$ cat src/hdl/prf_pkg.sv
// ----------------------------------------------------------------------------
// prf_pkg
// Shared types and constants of the power report frame parser.
// ----------------------------------------------------------------------------
package prf_pkg;

    // configuration register indexes
    localparam logic CFG_SYNC_BYTE  = 1'b0;
    localparam logic CFG_FIELD_MASK = 1'b1;

    // configuration reset values
    localparam logic [7:0] SYNC_RESET = 8'hAE;
    localparam logic [8:0] MASK_RESET = 9'h1FE;

    // shortest frame that is parsed (sync, length, checksum)
    localparam logic [7:0] MIN_FRAME = 8'd3;

    // collector states
    typedef enum logic [0:0] {
        C_IDLE,
        C_COLLECT
    } coll_state_t;

    // emitter states
    typedef enum logic [2:0] {
        E_IDLE,
        E_ADDR,
        E_DATA,
        E_SEND,
        E_CSUM
    } emit_state_t;

    // frame completion handed from collector to emitter
    typedef struct packed {
        logic       start;
        logic [7:0] csum;
    } frame_done_t;

endpackage

$ cat src/hdl/prf_ram.sv
// ----------------------------------------------------------------------------
// prf_ram
// Generic simple dual-port RAM, one write port, one registered read port.
// ----------------------------------------------------------------------------
module prf_ram #(
    parameter int WIDTH = 8,
    parameter int DEPTH = 27,
    parameter int AW    = (DEPTH > 1) ? $clog2(DEPTH) : 1
) (
    input  logic             aclk,
    input  logic             we,
    input  logic [AW-1:0]    waddr,
    input  logic [WIDTH-1:0] wdata,
    input  logic             re,
    input  logic [AW-1:0]    raddr,
    output logic [WIDTH-1:0] rdata
);

    logic [WIDTH-1:0] mem [DEPTH];
    logic [WIDTH-1:0] rdata_reg;

    // write port
    always_ff @(posedge aclk) begin
        if (we) begin
            mem[waddr] <= wdata;
        end
    end

    // registered read port
    always_ff @(posedge aclk) begin
        if (re) begin
            rdata_reg <= mem[raddr];
        end
    end

    assign rdata = rdata_reg;

endmodule

$ cat src/hdl/prf_collect.sv
// ----------------------------------------------------------------------------
// prf_collect
// Byte-level frame tracker: sync hunt, length capture, payload writes into
// the RAM with per-entry valid bits, frame completion toward the emitter.
// ----------------------------------------------------------------------------
module prf_collect #(
    parameter int FIELD_COUNT = 9,
    parameter int PB          = 3 * FIELD_COUNT,
    parameter int AW          = (PB > 1) ? $clog2(PB) : 1
) (
    input  logic                 aclk,
    input  logic                 aresetn,
    input  logic                 s_valid,
    output logic                 s_ready,
    input  logic [7:0]           s_rx_byte,
    input  logic [7:0]           sync_byte,
    input  logic                 emit_busy,
    output logic                 wr_en,
    output logic [AW-1:0]        wr_addr,
    output logic [7:0]           wr_data,
    output logic [PB-1:0]        valid_vec,
    output prf_pkg::frame_done_t frame_done
);

    localparam logic [7:0] PB8 = 8'(PB);

    prf_pkg::coll_state_t state_reg, state_next;
    logic [7:0]    pos_reg, pos_next;
    logic [7:0]    len_reg, len_next;
    logic [PB-1:0] valid_reg, valid_next;

    logic       accept;
    logic       is_len;
    logic       in_store;
    logic       frame_end;
    logic       short_len;
    logic [7:0] store_idx;

    // decode of the current position
    always_comb begin
        accept    = s_valid && s_ready;
        is_len    = (pos_reg == 8'd1);
        store_idx = pos_reg - 8'd2;
        in_store  = (pos_reg >= 8'd2) && (store_idx < PB8);
        short_len = s_rx_byte < prf_pkg::MIN_FRAME;
        frame_end = !is_len && (({1'b0, pos_reg} + 9'd1) == {1'b0, len_reg});
    end

    // next state
    always_comb begin
        state_next = state_reg;
        if (accept) begin
            case (state_reg)
                prf_pkg::C_IDLE: begin
                    if (s_rx_byte == sync_byte) begin
                        state_next = prf_pkg::C_COLLECT;
                    end
                end
                prf_pkg::C_COLLECT: begin
                    if ((is_len && short_len) || frame_end) begin
                        state_next = prf_pkg::C_IDLE;
                    end
                end
                default: state_next = prf_pkg::C_IDLE;
            endcase
        end
    end

    // outputs
    always_comb begin
        s_ready          = !emit_busy;
        wr_en            = accept && (state_reg == prf_pkg::C_COLLECT) && in_store;
        wr_addr          = store_idx[AW-1:0];
        wr_data          = s_rx_byte;
        valid_vec        = valid_reg;
        frame_done.start = accept && (state_reg == prf_pkg::C_COLLECT) && frame_end;
        frame_done.csum  = s_rx_byte;
    end

    // position, length and valid bits
    always_comb begin
        pos_next   = pos_reg;
        len_next   = len_reg;
        valid_next = valid_reg;
        if (accept) begin
            if (state_reg == prf_pkg::C_IDLE) begin
                if (s_rx_byte == sync_byte) begin
                    pos_next   = 8'd1;
                    len_next   = 8'd0;
                    valid_next = '0;
                end
            end else begin
                pos_next = pos_reg + 8'd1;
                if (is_len) begin
                    len_next = s_rx_byte;
                    if (short_len) begin
                        pos_next = 8'd0;
                    end
                end else begin
                    if (in_store) begin
                        valid_next[store_idx[AW-1:0]] = 1'b1;
                    end
                    if (frame_end) begin
                        pos_next = 8'd0;
                    end
                end
            end
        end
    end

    always_ff @(posedge aclk) begin
        if (!aresetn) begin
            state_reg <= prf_pkg::C_IDLE;
            pos_reg   <= 8'd0;
            len_reg   <= 8'd0;
            valid_reg <= '0;
        end else begin
            state_reg <= state_next;
            pos_reg   <= pos_next;
            len_reg   <= len_next;
            valid_reg <= valid_next;
        end
    end

endmodule

$ cat src/hdl/prf_emit.sv
// ----------------------------------------------------------------------------
// prf_emit
// Result sequencer: reads the payload RAM byte by byte, assembles each
// 24-bit field, sign-extends per mask, then sends the checksum beat.
// ----------------------------------------------------------------------------
module prf_emit #(
    parameter int FIELD_COUNT = 9,
    parameter int PB          = 3 * FIELD_COUNT,
    parameter int AW          = (PB > 1) ? $clog2(PB) : 1,
    parameter int FW          = (FIELD_COUNT > 1) ? $clog2(FIELD_COUNT) : 1
) (
    input  logic                 aclk,
    input  logic                 aresetn,
    input  prf_pkg::frame_done_t frame_done,
    input  logic [PB-1:0]        valid_vec,
    input  logic [8:0]           field_mask,
    output logic                 emit_busy,
    output logic                 rd_en,
    output logic [AW-1:0]        rd_addr,
    input  logic [7:0]           rd_data,
    output logic                 m_valid,
    input  logic                 m_ready,
    output logic [3:0]           m_item_index,
    output logic signed [24:0]   m_item_value,
    output logic                 m_frame_last
);

    localparam logic [FW-1:0] LAST_F     = FW'(FIELD_COUNT - 1);
    localparam logic [3:0]    CSUM_INDEX = 4'(FIELD_COUNT);
    localparam logic [AW-1:0] BASE_STEP  = AW'(3);

    prf_pkg::emit_state_t state_reg, state_next;
    logic [FW-1:0] f_reg, f_next;
    logic [1:0]    b_reg, b_next;
    logic [AW-1:0] base_reg, base_next;
    logic [23:0]   word_reg, word_next;
    logic [7:0]    csum_reg, csum_next;
    logic          mv_reg, mv_next;
    logic [3:0]    idx_reg, idx_next;
    logic [24:0]   val_reg, val_next;
    logic          last_reg, last_next;

    logic          slot_free;
    logic [15:0]   mask_ext;
    logic          field_signed;

    assign slot_free    = !mv_reg || m_ready;
    assign mask_ext     = {7'd0, field_mask};
    assign field_signed = mask_ext[4'(f_reg)];

    // next state
    always_comb begin
        state_next = state_reg;
        case (state_reg)
            prf_pkg::E_IDLE: begin
                if (frame_done.start) begin
                    state_next = prf_pkg::E_ADDR;
                end
            end
            prf_pkg::E_ADDR: state_next = prf_pkg::E_DATA;
            prf_pkg::E_DATA: begin
                state_next = (b_reg == 2'd2) ? prf_pkg::E_SEND : prf_pkg::E_ADDR;
            end
            prf_pkg::E_SEND: begin
                if (slot_free) begin
                    state_next = (f_reg == LAST_F) ? prf_pkg::E_CSUM : prf_pkg::E_ADDR;
                end
            end
            prf_pkg::E_CSUM: begin
                if (slot_free) begin
                    state_next = prf_pkg::E_IDLE;
                end
            end
            default: state_next = prf_pkg::E_IDLE;
        endcase
    end

    // outputs
    always_comb begin
        emit_busy    = (state_reg != prf_pkg::E_IDLE);
        rd_en        = (state_reg == prf_pkg::E_ADDR);
        rd_addr      = base_reg + AW'(b_reg);
        m_valid      = mv_reg;
        m_item_index = idx_reg;
        m_item_value = $signed(val_reg);
        m_frame_last = last_reg;
    end

    // datapath: counters, field assembly, output register
    always_comb begin
        f_next    = f_reg;
        b_next    = b_reg;
        base_next = base_reg;
        word_next = word_reg;
        csum_next = csum_reg;
        mv_next   = mv_reg && !m_ready;
        idx_next  = idx_reg;
        val_next  = val_reg;
        last_next = last_reg;
        case (state_reg)
            prf_pkg::E_IDLE: begin
                if (frame_done.start) begin
                    csum_next = frame_done.csum;
                    f_next    = '0;
                    b_next    = 2'd0;
                    base_next = '0;
                end
            end
            prf_pkg::E_DATA: begin
                // entries not written this frame read as zero
                word_next[8*b_reg +: 8] = valid_vec[rd_addr] ? rd_data : 8'd0;
                b_next = b_reg + 2'd1;
            end
            prf_pkg::E_SEND: begin
                if (slot_free) begin
                    mv_next   = 1'b1;
                    idx_next  = 4'(f_reg);
                    val_next  = {field_signed & word_reg[23], word_reg};
                    last_next = 1'b0;
                    f_next    = f_reg + FW'(1);
                    b_next    = 2'd0;
                    base_next = base_reg + BASE_STEP;
                end
            end
            prf_pkg::E_CSUM: begin
                if (slot_free) begin
                    mv_next   = 1'b1;
                    idx_next  = CSUM_INDEX;
                    val_next  = {17'd0, csum_reg};
                    last_next = 1'b1;
                end
            end
            default: ;
        endcase
    end

    // control registers
    always_ff @(posedge aclk) begin
        if (!aresetn) begin
            state_reg <= prf_pkg::E_IDLE;
            mv_reg    <= 1'b0;
        end else begin
            state_reg <= state_next;
            mv_reg    <= mv_next;
        end
    end

    // payload registers
    always_ff @(posedge aclk) begin
        f_reg    <= f_next;
        b_reg    <= b_next;
        base_reg <= base_next;
        word_reg <= word_next;
        csum_reg <= csum_next;
        idx_reg  <= idx_next;
        val_reg  <= val_next;
        last_reg <= last_next;
    end

endmodule

$ cat src/hdl/power_report_frame_parser.sv
// Throughput: one byte per cycle while collecting; at frame end the single
// RAM read port paces the burst, one field byte read (E_ADDR, E_DATA) at a
// time, each field beat registered in E_SEND. s_ready is low during the
// burst; a new byte is taken after the checksum.
// Reset: synchronous, active low; clears control, config and the payload valid
// bits at once (no clearing pass); valid bits also clear at each frame start.
// ----------------------------------------------------------------------------
// power_report_frame_parser
// Power-meter UART report frame parser: collects frame bytes into a payload
// RAM and emits the measurement fields and the checksum.
// ----------------------------------------------------------------------------
module power_report_frame_parser #(
    parameter int FIELD_COUNT = 9
) (
    input  logic                aclk,
    input  logic                aresetn,
    input  logic                s_valid,
    output logic                s_ready,
    input  logic [7:0]          s_rx_byte,
    output logic                m_valid,
    input  logic                m_ready,
    output logic [3:0]          m_item_index,
    output logic signed [24:0]  m_item_value,
    output logic                m_frame_last,
    input  logic                cfg_valid,
    output logic                cfg_ready,
    input  logic                cfg_index,
    input  logic [8:0]          cfg_data
);

    localparam int PB = 3 * FIELD_COUNT;
    localparam int AW = (PB > 1) ? $clog2(PB) : 1;

    logic [7:0] sync_reg;
    logic [8:0] mask_reg;

    logic                 emit_busy;
    logic                 wr_en;
    logic [AW-1:0]        wr_addr;
    logic [7:0]           wr_data;
    logic                 rd_en;
    logic [AW-1:0]        rd_addr;
    logic [7:0]           rd_data;
    logic [PB-1:0]        valid_vec;
    prf_pkg::frame_done_t frame_done;

    // configuration registers
    assign cfg_ready = 1'b1;

    always_ff @(posedge aclk) begin
        if (!aresetn) begin
            sync_reg <= prf_pkg::SYNC_RESET;
            mask_reg <= prf_pkg::MASK_RESET;
        end else if (cfg_valid && cfg_ready) begin
            case (cfg_index)
                prf_pkg::CFG_SYNC_BYTE:  sync_reg <= cfg_data[7:0];
                prf_pkg::CFG_FIELD_MASK: mask_reg <= cfg_data;
                default: ;
            endcase
        end
    end

    // byte collector
    prf_collect #(
        .FIELD_COUNT (FIELD_COUNT),
        .PB          (PB),
        .AW          (AW)
    ) u_collect (
        .aclk       (aclk),
        .aresetn    (aresetn),
        .s_valid    (s_valid),
        .s_ready    (s_ready),
        .s_rx_byte  (s_rx_byte),
        .sync_byte  (sync_reg),
        .emit_busy  (emit_busy),
        .wr_en      (wr_en),
        .wr_addr    (wr_addr),
        .wr_data    (wr_data),
        .valid_vec  (valid_vec),
        .frame_done (frame_done)
    );

    // payload store
    prf_ram #(
        .WIDTH (8),
        .DEPTH (PB),
        .AW    (AW)
    ) u_payload_ram (
        .aclk  (aclk),
        .we    (wr_en),
        .waddr (wr_addr),
        .wdata (wr_data),
        .re    (rd_en),
        .raddr (rd_addr),
        .rdata (rd_data)
    );

    // result sequencer
    prf_emit #(
        .FIELD_COUNT (FIELD_COUNT),
        .PB          (PB),
        .AW          (AW)
    ) u_emit (
        .aclk         (aclk),
        .aresetn      (aresetn),
        .frame_done   (frame_done),
        .valid_vec    (valid_vec),
        .field_mask   (mask_reg),
        .emit_busy    (emit_busy),
        .rd_en        (rd_en),
        .rd_addr      (rd_addr),
        .rd_data      (rd_data),
        .m_valid      (m_valid),
        .m_ready      (m_ready),
        .m_item_index (m_item_index),
        .m_item_value (m_item_value),
        .m_frame_last (m_frame_last)
    );

`ifndef NO_ASSERTIONS
    // no byte is taken while the burst is running
    assert property (@(posedge aclk) disable iff (!aresetn)
        emit_busy |-> !s_ready)
        else $error("byte accepted during result burst");

    // a frame completes only when the emitter is free
    assert property (@(posedge aclk) disable iff (!aresetn)
        frame_done.start |-> !emit_busy)
        else $error("frame completed while emitter busy");

    // completing a frame starts the burst on the next cycle
    assert property (@(posedge aclk) disable iff (!aresetn)
        frame_done.start |=> emit_busy && !s_ready)
        else $error("frame completion did not start the burst");

    // the RAM is never written while the emitter reads it
    assert property (@(posedge aclk) disable iff (!aresetn)
        rd_en |-> !wr_en)
        else $error("payload RAM written during readout");
`endif

endmodule
$ cat config.mk
export PLATFORM = sky130hd
export DESIGN_NAME = power_report_frame_parser
export DESIGN_NICKNAME = d
export VERILOG_FILES = /design/src/hdl/prf_pkg.sv /design/src/hdl/prf_ram.sv /design/src/hdl/prf_collect.sv /design/src/hdl/prf_emit.sv /design/src/hdl/power_report_frame_parser.sv
export SDC_FILE = /design/constraint.sdc
export NUM_CORES = 1
export LEC_CHECK = 0
export BUFFER_PORTS_ARGS = -buffer_cell sky130_fd_sc_hd__clkbuf_2
export CORE_MARGIN = 2
export CORE_UTILIZATION = 50
export CTS_BUF_LIST = sky130_fd_sc_hd__clkbuf_4
export DETAILED_ROUTE_END_ITERATION = 7
export PLACE_DENSITY = 0.67
export SLEW_MARGIN = 10
export SYNTH_ARGS = -nofsm -noshare
export SYNTH_HDL_FRONTEND = slang
export SYNTH_SLANG_ARGS = --single-unit
$ cat constraint.sdc
create_clock -name aclk -period 9.5 [get_ports aclk]
set_clock_uncertainty 0.2 [all_clocks]
set_input_delay 2.85 -clock aclk [delete_from_list [all_inputs] [get_ports aclk]]
set_output_delay 2.85 -clock aclk [all_outputs]
set_load 0.05 [all_outputs]
==> key figures, run 1 <==
Worst setup path
  • WS Path Type: in -> reg
  • CP max stage delay: 550 ps
  • R2r endpoint: u_emit.word_reg[22]
  • Required time of the worst setup path: 9850 ps
  • Worst path top cell family by delay: compound AO/OA/AOI/OAI gates
  • Critical path, cell by cell: clkbuf_2, xor2_1, nor4_1, a31oi_1, nor2_1, and3_1, a21oi_2, o21ai_1
  • Arrival time at the worst endpoint: 5240 ps
  • Worst setup SP type: input port
  • CP bufs+invs: 1
  • Crit Reg-Reg Startpoint: u_emit.b_reg[0]
  • Slowest cell on crit path: clkbuf_2
  • CP Capture Type: flop
  • Worst r2r path cells: 8
  • Reg2Reg Setup Slack: 5600 ps
  • Worst-path fanout max: 31

Yosys
  • Post-Syn Nets: 1,042
  • Mapped Cells: 1,003
  • Sequential area share after synthesis: 68.0%
  • Syn. warnings: 0
  • Multiplexer share of the synthesized area: 11.6%
  • Complex-gate fraction of the synthesized area: 4.55%
  • Post-synth EDFFs: 297
  • Post-synth cell types: 60
  • Most frequent cell after synthesis: edfxtp_1
  • Top_reg_cell synth: edfxtp_1
  • FF+latch count, synth: 362
  • Main combinational cell family by area after synthesis: multiplexers
  • Post-synthesis xor/xnor area fraction: 1.73%
  • Async SR Flop Fraction: 0%
  • Avg Inst Size Synth: 15.0 sq um
  • Post-Synth Adder-Cell Area: 1.38%
  • Cell taking the most area after synthesis: edfxtp_1
  • Post-synth top cells: 297 x edfxtp_1, 118 x nand2_1, 65 x dfxtp_1, 65 x mux4_2, 57 x nor2_1
  • Synth area leaders: edfxtp_1 59%, mux4_2 9.7%, dfxtp_1 8.7%
  • Simple-gate share of the synthesized area: 10.7%
  • Yosys top cell area share: 59.4%
  • Mapped cell area: 15,000 sq um

Clock tree
  • # resized after CTS: 0
  • Total CTS buffers: 89
  • Clock transition at the registers of the reported paths: 60 ps
  • # Post-CTS Setup Buffers: 0
  • Worst-Skew Late Latency: 720 ps
  • Longest Clk Path Bufs: 3
  • H-tree Lvls: 3
  • Root Driver: clkbuf_4
  • CTS tree: built
  • TritonCTS sink count: 362
  • Hold_buf cts: 0

Cells and area
  • Max reg flops: 216
  • Most flops, register: u_payload_ram.mem
  • Finished Layout Cells: 1,559
  • Post-layout nets: 1,147
  • Share of cells above drive strength 1: 24.7%
  • Final design utilization: 56.4%
  • Syn-to-layout area delta: 11.4%
  • Post-route cell area: 16,700 sq um

Hold path
  • Worst Hold Depth: 2
  • Type of the tightest min-delay check: reg -> reg
  • Hold worst-path end: u_collect.valid_vec[5]
  • Hold Startpoint: u_collect.valid_vec[5]

GRT
  • Largest net degree at the start of global routing: 73
  • First-pass GRT wire length: 48.2 mm
  • Grt ovf: 0
  • Initial antenna violation count: 1
  • GR Util All Layers: 20.2%
  • Vias in the first global route: 8,798

Routing
  • Post-DRT Antenna Nets: 0
  • DRC: 0
  • DR pass1 iterations: 5
  • DR WL/cell: 19.5 microns
  • Via count: 8,661
  • WL final: 30.5 mm
  • DR iter-0 viols: 713
  • Via density: 5.56

Floorplan
  • Placeable core area: 29,600 sq um
  • # rows: 63
  • I/O Pins: 56
  • Chip height: 177 microns
  • Die width: 177 microns
  • Die area: 31,400 sq um
  • Initial cell density of the core: 50.7%

STA
  • Fmax: 0.204 GHz
  • Final hold vios: 0
  • Period minus WS final: 4900 ps
  • Worst slew margin: 28.4%
  • Final hold slack: 249 ps
  • RSZ-0062 raised after global routing: no
  • Final setup violation count: 0
  • Fin crit share: 51.6%
  • Final-report max-slew violation count: 0
  • Setup TNS: 0 ps
  • Worst-Margin Slew: 1070 ps

Power and ir drop
  • VDD IR max: 86.5 uV
  • Pleak: 5.81 nW
  • Power Density: 180 nW/um^2

Placement
  • Post-DP HPWL: 19.2 mm
  • Cell Area, Placed: 15,600 sq um
  • Routability congestion estimate from global placement: 0.818
  • DP Cell Count: 1,407
  • IO buf count: 54

Run status
  • Outcome: finished, final reports clean

Run
  • Max cap viols: 0
## worst min-delay path: stages, from the launching register on
cell     delay (ps)
dfxtp_1         310
nand2_1          50
o21ai_1          50
## routing by layer
metal  track usage (%)  wire length (microns)
met4              7.31                    639
met1              26.6                  13000
met2              33.1                  14900
met3              4.56                   1860
met5                 0                      0
## cells by family after synthesis
group / after synthesis
XOR/XNOR: 25
multiplexers: 91
AO/OA/AOI/OAI: 119
buffers and inverters: 65
flip-flops: 362
adder cells (fa/ha/maj): 16
AND/OR/NAND/NOR: 324
other: 1
## area by class of cell
type | instances | area (sq um)
fillers | 2420 | 12900
flip-flops and latches | 362 | 10200
multi-input cells | 576 | 4520
clock buffers | 122 | 916
well taps | 390 | 488
repair buffers | 63 | 338
clock inverters | 29 | 188
inverters | 16 | 60.1
diodes | 1 | 2.50
## through the flow
step           power [mW]  worst slack [ps]
2_1_floorplan        1.77              4440
3_3_place_gp         1.80              4040
3_5_place_dp         1.80              3960
4_1_cts              3.05              4660
5_1_grt              3.13              4490
6_report             3.01              4600
## power breakdown
group          total (mW)  internal [mW]  switching, mW
Combinational      0.0474         0.0112         0.0362
Clock                1.25          0.652          0.595
Sequential           1.72           1.71        0.00281
Total                3.01           2.38          0.634
## worst max-delay path by stage
stage	startpoint	end	slack [ps]	cells after the start
after floorplan	m_ready	u_emit.m_frame_last	4440	2
after global placement	s_rx_byte[6]	u_collect.valid_vec[20]	4040	8
after detailed placement	s_rx_byte[6]	u_collect.valid_vec[0]	3960	8
after CTS	u_emit.state_reg[2]	s_ready	4660	2
after global routing	s_rx_byte[6]	u_collect.valid_vec[25]	4490	8
final	s_rx_byte[6]	u_collect.valid_vec[20]	4600	8
## cells in the final DEF (no fill, tap or decap), drive strengths merged, types with 18 or more instances in the layout
cell	n
edfxtp	297
clkbuf	176
nand2	118
mux4	65
dfxtp	65
o21ai	62
nor2	57
nand3	42
a21oi	31
and3	30
clkinv	25
nor2b	22
inv	18
(Power assumes the default switching activity.)
==> run 2: changes to the inputs <==
- clock period: 9.5 -> 5 ns (I/O delays scaled with it)
==> run 2 against run 1 <==
Effect of this change: largest cell class unchanged; routed wire length grew 8.6%; via count grew 2.2%; setup slack lost 3300 ps.
==> key figures, run 2 (synthesized netlist as in run 1, its figures left out) <==
Clock tree
  • CTS tree: built
  • Longest Clk Path Bufs: 3
  • Worst-Skew Late Latency: 720 ps
  • # Post-CTS Setup Buffers: 0
  • Hold_buf cts: 0
  • H-tree Lvls: 3
  • TritonCTS sink count: 362
  • Total CTS buffers: 87
  • Clock transition at the registers of the reported paths: 60 ps
  • Root Driver: clkbuf_4
  • # resized after CTS: 0

GRT
  • Most Used Layer, Global Route: met2
  • First-pass GRT wire length: 51.0 mm
  • Met2 GRT Util: 35.2%
  • Initial antenna violation count: 1
  • Grt ovf: 0
  • GR Util All Layers: 21.7%
  • Met3 Use GR: 4.80%
  • Largest net degree at the start of global routing: 50
  • Vias in the first global route: 8,852
  • GR Layer Usage met1: 29.3%

Power and ir drop
  • Pleak: 5.84 nW
  • VDD IR max: 130 uV
  • Power Density: 339 nW/um^2

Worst setup path
  • Worst-path fanout max: 49
  • CP Capture Type: flop
  • Required time of the worst setup path: 5170 ps
  • Arrival time at the worst endpoint: 3880 ps
  • WS Path Type: reg -> reg
  • Worst setup SP type: flop

Cells and area
  • Share of cells above drive strength 1: 26.2%
  • Final design utilization: 56.6%
  • # fillers: 2,388
  • Syn-to-layout area delta: 11.6%
  • Post-layout nets: 1,154
  • Most frequent cells in the layout: 297 x edfxtp_1, 134 x clkbuf_4, 118 x nand2_1, 65 x mux4_2, 65 x dfxtp_1
  • Most flops, register: u_payload_ram.mem
  • Commonest non-fill, non-tap cell in the layout: edfxtp_1
  • Max reg flops: 216

Routing
  • DR pass1 iterations: 5
  • DR WL/cell: 21.2 microns
  • DR iter-0 viols: 767
  • WL final: 33.1 mm
  • DRC: 0
  • Via density: 5.67
  • Via count: 8,854
  • Post-DRT Antenna Nets: 0

Floorplan
  • Chip height: 177 microns
  • Die area: 31,400 sq um
  • I/O Pins: 56
  • Die width: 177 microns
  • Initial cell density of the core: 50.7%
  • # rows: 63
  • Placeable core area: 29,600 sq um

Placement
  • Post-DP HPWL: 21.7 mm
  • IO buf count: 54
  • Routability congestion estimate from global placement: 0.866

STA
  • Worst-Margin Slew: 1070 ps
  • Period minus WS final: 3700 ps
  • Fin crit share: 74.1%
  • Fmax: 0.270 GHz
  • Final-report max-slew violation count: 0
  • RSZ-0062 raised after global routing: no
  • Final hold vios: 0
  • Worst slew margin: 28.6%
  • Final setup violation count: 0
  • Setup TNS: 0 ps

Run status
  • Outcome: finished, final reports clean

Hold path
  • Type of the tightest min-delay check: reg -> reg

Run
  • Max cap viols: 0
-- run 2: changes by cell type in the layout (fill, tap and decap cells not counted), moves of 2 or more --
| cell | previous run | this run |
|---|---|---|
| clkinvlp_4 | 0 | 3 |
| clkinv_4 | 2 | 0 |
| clkinv_1 | 20 | 5 |
| clkbuf_4 | 122 | 134 |
| bufinv_16 | 2 | 0 |
| buf_4 | 9 | 17 |
-- run 2: worst max-delay path: stages, from the launching register on --
cell and delay (ps):
edfxtp_1 510, ha_4 220, fa_2 1000, buf_12 320, mux4_2 390, mux4_2 480
nand2_1 80, o21ai_1 100
-- run 2: final cells by class --
cell class | count | area, sq um | share of cell area [%]
sequential | 362 | 10200 | 61.0
multi-input combinational | 576 | 4520 | 26.9
clock buffer | 134 | 1010 | 6.00
tap | 390 | 488 | 2.91
timing repair buffer | 72 | 418 | 2.49
inverter | 16 | 60.1 | 0.358
clock inverter | 11 | 55.1 | 0.328
antenna | 1 | 2.50 | 0.0149
-- run 2: per-layer routing --
metal	wire length, microns	share of wire, %
met3	2370	7.2
met2	15800	48
met5	0	0
met4	693	2.1
met1	14200	43
-- run 2: where the power goes --
part / leakage, nW / switching [mW] / total [mW] / internal [mW]
registers: 3.22 / 0.00533 / 3.26 / 3.25
clock network: 0.640 / 1.12 / 2.33 / 1.21
logic: 1.99 / 0.0796 / 0.104 / 0.0249
total: 5.84 / 1.20 / 5.69 / 4.49
-- run 2: path summary, 6_finish.rpt --
path                               start                endpoint  slack (ps)  cells past startpoint
hold reg to reg   u_collect.valid_vec[2]  u_collect.valid_vec[2]         250                      2
hold / removal    u_collect.valid_vec[2]  u_collect.valid_vec[2]         250                      2
setup / recovery         u_emit.b_reg[0]  u_payload_ram.rdata[6]        1300                      7
setup reg to reg         u_emit.b_reg[0]  u_payload_ram.rdata[6]        1300                      7
-- run 2: per-stage QoR --
step | power [mW] | hold slack [ps] | area [sq um] | instances | setup slack, ps
3_3_place_gp | 3.43 | 234 | 15700 | 1416 | 1080
3_5_place_dp | 3.43 | 238 | 15700 | 1416 | 925
4_1_cts | 5.74 | 246 | 16800 | 1561 | 1270
2_1_floorplan | 3.36 | 225 | 15000 | 1003 | 1290
6_report | 5.69 | 245 | 16800 | 1562 | 1300
5_1_grt | 5.91 | 264 | 16800 | 1562 | 1120
